==> src/rtl/srct_pkg.sv <==
// Shared types and constants of the chunk tracker.
package srct_pkg;

   localparam int FUNC_W        = 2;
   localparam int FRAME_BYTES_W = 18;
   localparam int IMG_TAG_W     = 16;
   localparam int CHUNK_INDEX_W = 16;
   localparam int SENT_CHUNK_W  = 12;
   localparam int COUNT_OUT_W   = 13;
   localparam int MAP_BIT_W     = 5;
   localparam int MAP_WORD_BITS = 32;

   typedef logic [FUNC_W-1:0] func_type;

   localparam func_type FUNC_NEW_IMAGE = 2'd0;
   localparam func_type FUNC_STEP      = 2'd1;
   localparam func_type FUNC_REQUEST   = 2'd2;
   localparam func_type FUNC_SWEEP     = 2'd3;

endpackage

==> src/rtl/selective_repeat_chunk_tracker_top.sv <==
// Selective-repeat chunk tracker: first-pass sequencing, request bitmap and resend sweep.
//
// A transaction is taken when start is high and busy is low; its result appears after the
// execute state for exactly one cycle, marked by rsp_valid, and cannot be held off. Step,
// request and sweep transactions take one read of the request bitmap word, then the modify
// and write-back. A new image with a nonzero byte count also clears the bitmap (MAP_WORDS =
// ceil(MAX_CHUNKS / 32) words, 128 by default): its result comes out as for the other
// transactions and busy then stays high while the bitmap is cleared one word a cycle. An
// empty image clears nothing. After reset, busy is high while the bitmap is cleared.
module selective_repeat_chunk_tracker_top #(
   parameter int MAX_CHUNKS  = 4096,
   parameter int CHUNK_BYTES = 56
) (
   input  logic                                     clock,
   input  logic                                     reset,
   input  logic                                     start,
   output logic                                     busy,
   input  logic [srct_pkg::FUNC_W-1:0]              req_func,
   input  logic [srct_pkg::FRAME_BYTES_W-1:0]       req_frame_bytes,
   input  logic                                     req_chunk_available,
   input  logic [srct_pkg::IMG_TAG_W-1:0]           req_img_tag,
   input  logic [srct_pkg::CHUNK_INDEX_W-1:0]       req_chunk_index,
   output logic                                     rsp_valid,
   output logic                                     rsp_send,
   output logic [srct_pkg::SENT_CHUNK_W-1:0]        rsp_sent_chunk,
   output logic [srct_pkg::IMG_TAG_W-1:0]           rsp_img_tag,
   output logic [srct_pkg::COUNT_OUT_W-1:0]         rsp_chunks_total,
   output logic [srct_pkg::COUNT_OUT_W-1:0]         rsp_pending,
   output logic                                     rsp_active,
   output logic                                     rsp_accepted,
   output logic                                     rsp_pass_open
);

   localparam int MAP_WORDS =
      (MAX_CHUNKS + srct_pkg::MAP_WORD_BITS - 1) / srct_pkg::MAP_WORD_BITS;
   localparam int WORD_W    = (MAP_WORDS > 1) ? $clog2(MAP_WORDS) : 1;
   localparam int CNT_W     = $clog2(MAX_CHUNKS + 1);
   localparam int NUM_W     = srct_pkg::FRAME_BYTES_W + 1;
   localparam int DIV_SHIFT = NUM_W + $clog2(CHUNK_BYTES);
   localparam int MULT_W    = DIV_SHIFT + 1;
   localparam int PROD_W    = NUM_W + MULT_W;

   localparam logic [63:0] DIV_MULT_FULL =
      ((64'd1 << DIV_SHIFT) + 64'(CHUNK_BYTES) - 64'd1) / 64'(CHUNK_BYTES);
   localparam logic [MULT_W-1:0] DIV_MULT  = DIV_MULT_FULL[MULT_W-1:0];
   localparam logic [NUM_W-1:0]  ROUND_UP  = NUM_W'(CHUNK_BYTES - 1);
   localparam logic [NUM_W-1:0]  MAX_QUOT  = NUM_W'(MAX_CHUNKS);
   localparam logic [CNT_W-1:0]  MAX_CNT   = CNT_W'(MAX_CHUNKS);
   localparam logic [WORD_W-1:0] LAST_WORD = WORD_W'(MAP_WORDS - 1);

   localparam logic [1:0] ST_IDLE  = 2'd0;
   localparam logic [1:0] ST_EXEC  = 2'd1;
   localparam logic [1:0] ST_CLEAR = 2'd2;

   logic [1:0]                           state_ff, state_in;
   logic [WORD_W-1:0]                    clr_addr_ff, clr_addr_in;
   logic [srct_pkg::IMG_TAG_W-1:0]       image_ff, image_in;
   logic [CNT_W-1:0]                     next_ff, next_in;
   logic [CNT_W-1:0]                     pass_ff, pass_in;
   logic [CNT_W-1:0]                     total_ff, total_in;
   logic [CNT_W-1:0]                     pending_ff, pending_in;

   srct_pkg::func_type                   op_func_ff;
   logic                                 op_nonzero_ff;
   logic                                 op_avail_ff;
   logic [srct_pkg::IMG_TAG_W-1:0]       op_id_ff;
   logic [srct_pkg::CHUNK_INDEX_W-1:0]   op_idx_ff;
   logic [PROD_W-1:0]                    prod_ff;

   logic [srct_pkg::MAP_WORD_BITS-1:0]   map_mem [MAP_WORDS];
   logic [srct_pkg::MAP_WORD_BITS-1:0]   rd_word_ff;
   logic                                 mem_we;
   logic [WORD_W-1:0]                    mem_waddr;
   logic [srct_pkg::MAP_WORD_BITS-1:0]   mem_wdata;

   logic                                 rsp_valid_ff, rsp_valid_in;
   logic                                 rsp_send_ff, send_in;
   logic [srct_pkg::SENT_CHUNK_W-1:0]    rsp_sent_ff, sent_in;
   logic                                 rsp_accepted_ff, accepted_in;
   logic [srct_pkg::IMG_TAG_W-1:0]       rsp_image_ff;
   logic [srct_pkg::COUNT_OUT_W-1:0]     rsp_total_ff;
   logic [srct_pkg::COUNT_OUT_W-1:0]     rsp_pending_ff;
   logic                                 rsp_active_ff;
   logic                                 rsp_pass_open_ff;

   logic                                 accept;
   logic [NUM_W-1:0]                     numer;
   logic [NUM_W-1:0]                     quot;
   logic [CNT_W-1:0]                     chunk_count;
   logic [CNT_W-1:0]                     next_plus;
   logic [WORD_W-1:0]                    op_word;
   logic                                 idx_in_range;
   logic                                 bit_set;

   assign busy   = (state_ff != ST_IDLE);
   assign accept = start && !busy;

   assign numer       = NUM_W'(req_frame_bytes) + ROUND_UP;
   assign quot        = prod_ff[DIV_SHIFT +: NUM_W];
   assign chunk_count = (quot > MAX_QUOT) ? MAX_CNT : quot[CNT_W-1:0];
   assign next_plus   = next_ff + CNT_W'(1);
   assign op_word     = op_idx_ff[srct_pkg::MAP_BIT_W +: WORD_W];
   assign idx_in_range = (32'(op_idx_ff) < 32'(total_ff));
   assign bit_set     = rd_word_ff[op_idx_ff[srct_pkg::MAP_BIT_W-1:0]];

   always_comb begin
      state_in     = state_ff;
      clr_addr_in  = clr_addr_ff;
      image_in     = image_ff;
      next_in      = next_ff;
      pass_in      = pass_ff;
      total_in     = total_ff;
      pending_in   = pending_ff;
      rsp_valid_in = 1'b0;
      send_in      = 1'b0;
      sent_in      = '0;
      accepted_in  = 1'b0;
      mem_we       = 1'b0;
      mem_waddr    = op_word;
      mem_wdata    = rd_word_ff;
      unique case (state_ff)
         ST_IDLE: begin
            if (start) begin
               state_in = ST_EXEC;
            end
         end
         ST_EXEC: begin
            rsp_valid_in = 1'b1;
            state_in     = ST_IDLE;
            unique case (op_func_ff)
               srct_pkg::FUNC_NEW_IMAGE: begin
                  if (op_nonzero_ff) begin
                     image_in    = image_ff + srct_pkg::IMG_TAG_W'(1);
                     next_in     = '0;
                     pass_in     = chunk_count;
                     total_in    = chunk_count;
                     pending_in  = '0;
                     accepted_in = 1'b1;
                     clr_addr_in = '0;
                     state_in    = ST_CLEAR;
                  end
               end
               srct_pkg::FUNC_STEP: begin
                  if (pass_ff != '0) begin
                     if (!op_avail_ff) begin
                        pass_in = '0;
                     end else begin
                        send_in = 1'b1;
                        sent_in = srct_pkg::SENT_CHUNK_W'(next_ff);
                        next_in = next_plus;
                        if (next_plus >= pass_ff) begin
                           pass_in = '0;
                        end
                     end
                  end
               end
               srct_pkg::FUNC_REQUEST: begin
                  if (op_id_ff == image_ff && idx_in_range && !bit_set) begin
                     mem_we = 1'b1;
                     mem_wdata[op_idx_ff[srct_pkg::MAP_BIT_W-1:0]] = 1'b1;
                     pending_in  = pending_ff + CNT_W'(1);
                     accepted_in = 1'b1;
                  end
               end
               srct_pkg::FUNC_SWEEP: begin
                  if (pass_ff == '0 && pending_ff != '0 && idx_in_range && bit_set) begin
                     mem_we = 1'b1;
                     mem_wdata[op_idx_ff[srct_pkg::MAP_BIT_W-1:0]] = 1'b0;
                     pending_in = pending_ff - CNT_W'(1);
                     send_in    = 1'b1;
                     sent_in    = srct_pkg::SENT_CHUNK_W'(op_idx_ff);
                  end
               end
               default: begin
                  state_in = ST_IDLE;
               end
            endcase
         end
         ST_CLEAR: begin
            // wipe the bitmap one word a cycle
            mem_we    = 1'b1;
            mem_waddr = clr_addr_ff;
            mem_wdata = '0;
            if (clr_addr_ff == LAST_WORD) begin
               state_in = ST_IDLE;
            end else begin
               clr_addr_in = clr_addr_ff + WORD_W'(1);
            end
         end
         default: begin
            state_in = ST_IDLE;
         end
      endcase
   end

   always_ff @(posedge clock) begin
      if (reset) begin
         state_ff     <= ST_CLEAR;
         clr_addr_ff  <= '0;
         image_ff     <= '0;
         next_ff      <= '0;
         pass_ff      <= '0;
         total_ff     <= '0;
         pending_ff   <= '0;
         rsp_valid_ff <= 1'b0;
      end else begin
         state_ff     <= state_in;
         clr_addr_ff  <= clr_addr_in;
         image_ff     <= image_in;
         next_ff      <= next_in;
         pass_ff      <= pass_in;
         total_ff     <= total_in;
         pending_ff   <= pending_in;
         rsp_valid_ff <= rsp_valid_in;
      end
   end

   // hold the transaction and the registered product for the execute cycle
   always_ff @(posedge clock) begin
      if (accept) begin
         op_func_ff    <= req_func;
         op_nonzero_ff <= (req_frame_bytes != '0);
         op_avail_ff   <= req_chunk_available;
         op_id_ff      <= req_img_tag;
         op_idx_ff     <= req_chunk_index;
         prod_ff       <= PROD_W'(numer) * PROD_W'(DIV_MULT);
      end
   end

   always_ff @(posedge clock) begin
      if (mem_we) begin
         map_mem[mem_waddr] <= mem_wdata;
      end
      rd_word_ff <= map_mem[req_chunk_index[srct_pkg::MAP_BIT_W +: WORD_W]];
   end

   always_ff @(posedge clock) begin
      rsp_send_ff      <= send_in;
      rsp_sent_ff      <= sent_in;
      rsp_accepted_ff  <= accepted_in;
      rsp_image_ff     <= image_in;
      rsp_total_ff     <= srct_pkg::COUNT_OUT_W'(total_in);
      rsp_pending_ff   <= srct_pkg::COUNT_OUT_W'(pending_in);
      rsp_active_ff    <= (pass_in != '0) || (pending_in != '0);
      rsp_pass_open_ff <= (pass_in != '0);
   end

   assign rsp_valid        = rsp_valid_ff;
   assign rsp_send         = rsp_send_ff;
   assign rsp_sent_chunk   = rsp_sent_ff;
   assign rsp_img_tag      = rsp_image_ff;
   assign rsp_chunks_total = rsp_total_ff;
   assign rsp_pending      = rsp_pending_ff;
   assign rsp_active       = rsp_active_ff;
   assign rsp_accepted     = rsp_accepted_ff;
   assign rsp_pass_open    = rsp_pass_open_ff;

endmodule

==> config.mk <==
export PLATFORM = sky130hd
export DESIGN_NAME = selective_repeat_chunk_tracker_top
export DESIGN_NICKNAME = d
export VERILOG_FILES = /design/src/rtl/srct_pkg.sv /design/src/rtl/selective_repeat_chunk_tracker_top.sv
export SDC_FILE = /design/constraint.sdc
export NUM_CORES = 2
export LEC_CHECK = 0
export BUFFER_PORTS_ARGS = -buffer_cell sky130_fd_sc_hd__buf_2
export CAP_MARGIN = 20
export CORE_ASPECT_RATIO = 1.4
export CORE_UTILIZATION = 45
export DETAILED_ROUTE_END_ITERATION = 8
export GPL_TIMING_DRIVEN = 0
export PLACE_DENSITY = 0.58
export SYNTH_ARGS = -nofsm -noshare
export SYNTH_HDL_FRONTEND = slang
export SYNTH_SLANG_ARGS = --single-unit
==> constraint.sdc <==
create_clock -name clock -period 10.3 [get_ports clock]
set_clock_uncertainty 0.05 [all_clocks]
set_input_delay 2.06 -clock clock [delete_from_list [all_inputs] [get_ports clock]]
set_output_delay 2.06 -clock clock [all_outputs]
set_load 0.05 [all_outputs]
==> reports/summary.txt <==
Routed vias - 81311
CP Capture Type - register
Clock latency on the worst-skew pair - 0.95 ns
Drt first pass iters - 6
First-pass GRT wire length - 651000 µm
CP peak stage delay - 0.56 ns
R2R Setup Slk - 3.84 ns
Post-synth net total - 7759
Wire per inst - 34.2 µm
FP Rows - 266
Core Footprint - 375000 µm²
Ranking of synthesized cells by area - edfxtp_1, mux4_2, dfxtp_1, ha_1, fa_1
Post-CTS setup buffers - 0
Max FO, Critical Path - 5
Clock edge transition at the registers on the reported setup and hold paths - 0.06 ns
Data required, critical path - 10.95 ns
Share of cells above drive strength 1 - 0.305
Fillcell total - 28646
I/O pin cnt - 116
Number of global-route vias before repair - 84795
Leak - 58.4 nW
Max-Cap Viols - 0
YS warnings - 0
DP Wirelength - 333000 µm
Setup_tns - 0 ns
Internal power - 0.0282 W
H-tree levels - 5
DIE AREA - 380000 µm²
Yosys top cell by area - edfxtp_1
Slowest stage cell, crit path - fa_1
Drt initial violations - 8062
IO buf count - 114
Sw Ratio - 0.217
Synth-to-Final Area Change - 16.1%
HP Class - register to register
Synth cell types - 75
Final Max Slew Viols - 0
Grt total ovfl - 0
DRC viols - 0
Clock tree buffer depth - 4
Crit path launch type - primary input
Most used cell, CP - inv_1
Post-synth EDFFs - 4146
Max transition margin - 0.218
CTS Hold Bufs - 0
Clk pwr share - 0.408
Period utilization - 0.851
Sw power - 0.00783 W
Status - completed
Die Y - 729 µm
Critical path class - primary input to register
Hold WS - 0.448 ns
Largest net degree at the start of global routing - 65
Register area - 128000 µm²
Minimum period implied by the final worst setup slack - 8.76 ns
Setup violators final - 0
TritonCTS clock tree - done
Starting Density - 0.453
Arrival time worst endpoint - 9.41 ns
Sequential share of the synthesized area - 0.753
Layout Cells excl Fill - 13628
Top-area cell type share of the netlist area - 0.733
CTS Buf Count - 397
Routed via count divided by cell count - 5.97
Multi-input gate area - 41200 µm²
Final hold vios - 0
GR Util All Layers - 0.246
PostCTS Resize Cnt - 0
Power, Total - 0.0361 W
Num Clock Sinks - 4314
Final WL - 466000 µm
Final antenna-violating net count - 0
Syn Inst Count - 7462
FMAX - 114 MHz
# placed instances - 12823
GPL Wtd Cong - 0.869
Antenna violations before repair - 58
PwrDens - 183 nW/µm²
Layout Nets - 8584
Root buf cell - clkbuf_16
Reg power frac - 0.528
Slew @ Worst Pin - 1.17 ns
Post-synth top flop - edfxtp_1
Yosys reg bits - 4314
Synth Area per Inst - 22.8 µm²
Combinational share of power - 0.063
RSZ-0062 raised after global routing - false
IR drop worst, VDD - 0.150 mV
DIE WIDTH - 521 µm
Cell Area, Synth - 170000 µm²
Ys async rst share - 0
==> layout make-up <==
| type | instances | share of cell area |
|---|---|---|
| Sequential cell | 4314 | 0.648 |
| Tap cell | 4958 | 0.0315 |
| Buffer | 358 | 0.00746 |
| Clock buffer | 486 | 0.0540 |
| Multi-Input combinational cell | 2616 | 0.209 |
| Inverter | 174 | 0.00331 |
| Clock inverter | 237 | 0.0110 |
| Antenna cell | 59 | 0.000749 |
| Timing Repair Buffer | 426 | 0.0345 |
==> worst paths after layout <==
path         cells past startpoint                     from                        end
max reg2reg                     13   op_idx_ff[9]$_DFFE_PP_  map_mem[44][12]$_DFFE_PP_
min reg2reg                      1  image_ff[15]$_SDFF_PP0_    rsp_img_tag[15]$_DFF_P_
min                              1  image_ff[15]$_SDFF_PP0_    rsp_img_tag[15]$_DFF_P_
max                             29       req_frame_bytes[0]      prod_ff[38]$_DFFE_PP_
==> sequential cells by signal, indices dropped and copies added (netlist names), 2 cells and up <==
name              cells
op_id_ff             16
rsp_sent_chunk       12
map_mem            4096
rsp_img_tag          16
rd_word_ff           32
rsp_pending          13
image_ff             16
total_ff             13
rsp_chunks_total     13
pass_ff              13
op_func_ff            2
op_idx_ff            16
clr_addr_ff           7
next_ff              13
pending_ff           13
prod_ff              14
state_ff              2
==> per-layer routing <==
metal,track usage,share of wire,vias to the layer above
met3,0.0385,0.066,667
met4,0.107,0.046,6
met5,0,0.00062,-
met2,0.433,0.52,3028
met1,0.301,0.36,44327
li1,-,-,33283
==> power groups by stage <==
stage	Clock [W]	Combinational, W	Sequential (W)
after floorplan	0	0.00149	0.0194
after global placement	0	0.00224	0.0194
after detailed placement	0	0.00231	0.0194
after CTS	0.0149	0.00232	0.0190
after global routing	0.0155	0.00252	0.0190
final	0.0147	0.00228	0.0190
==> metrics by stage <==
stage / setup WS, ns / instance area, µm² / utilization
after CTS: 1.42 / 197000 / 0.524
after floorplan: 1.65 / 170000 / -
final: 1.54 / 197000 / 0.526
after global routing: 0.945 / 197000 / 0.526
after global placement: -7.91 / 177000 / 0.471
after detailed placement: 0.456 / 184000 / 0.490
==> critical path, delay by kind of cell <==
kind / cells / cell delay, ns
adders and majority gates: 8 / 3.31
AOI/OAI and AO/OA: 7 / 1.70
and+or+nand+nor: 5 / 1.23
xor gates and xnor gates: 2 / 0.59
buffers and inverters: 7 / 0.53
==> cells in the final DEF (no fill, tap or decap), types with 41 or more instances in the layout <==
master and instances:
ha_1 172, clkbuf_1 295, mux4_2 1344, xor2_1 41, inv_1 173, fa_1 69
dfxtp_1 168, clkinv_2 70, clkbuf_16 412, buf_12 208, nand2_1 106, clkinv_1 91
edfxtp_1 4146, buf_8 41, buf_2 167, o21ai_0 65, buf_16 49, buf_1 47
nor2_4 128, nor2b_1 42, nor2_1 127, diode_2 59, nand3_1 54
==> cell families (layout without fill, tap and decap cells) <==
kind of cell,after synthesis,count (layout),share of synthesized area
compound gates,288,288,0.0114
simple gates,620,620,0.0171
fa+ha+maj,241,241,0.0208
xor+xnor,73,73,0.00377
buf+inv,532,1681,0.0123
mux,1394,1394,0.181
flops,4314,4314,0.753
other cells,0,59,0
==> Yosys cell counts, types with 8 or more instances <==
cell	n
a211oi_1	8
a21o_1	8
a21oi_1	39
a22oi_1	36
a31oi_1	8
and2_1	10
and3_1	17
buf_1	50
buf_2	47
clkbuf_1	257
dfxtp_1	168
edfxtp_1	4146
fa_1	69
ha_1	172
inv_1	173
mux2_2	33
mux2i_1	17
mux4_2	1344
nand2_1	106
nand2b_1	19
nand3_1	54
nand3b_1	11
nand4_1	24
nor2_1	255
nor2b_1	42
nor3_1	40
nor4_1	23
o211ai_1	8
o21ai_0	89
o2bb2ai_1	8
o31ai_1	10
xnor2_1	32
xor2_1	41
Power figures use the tool's default switching activity.
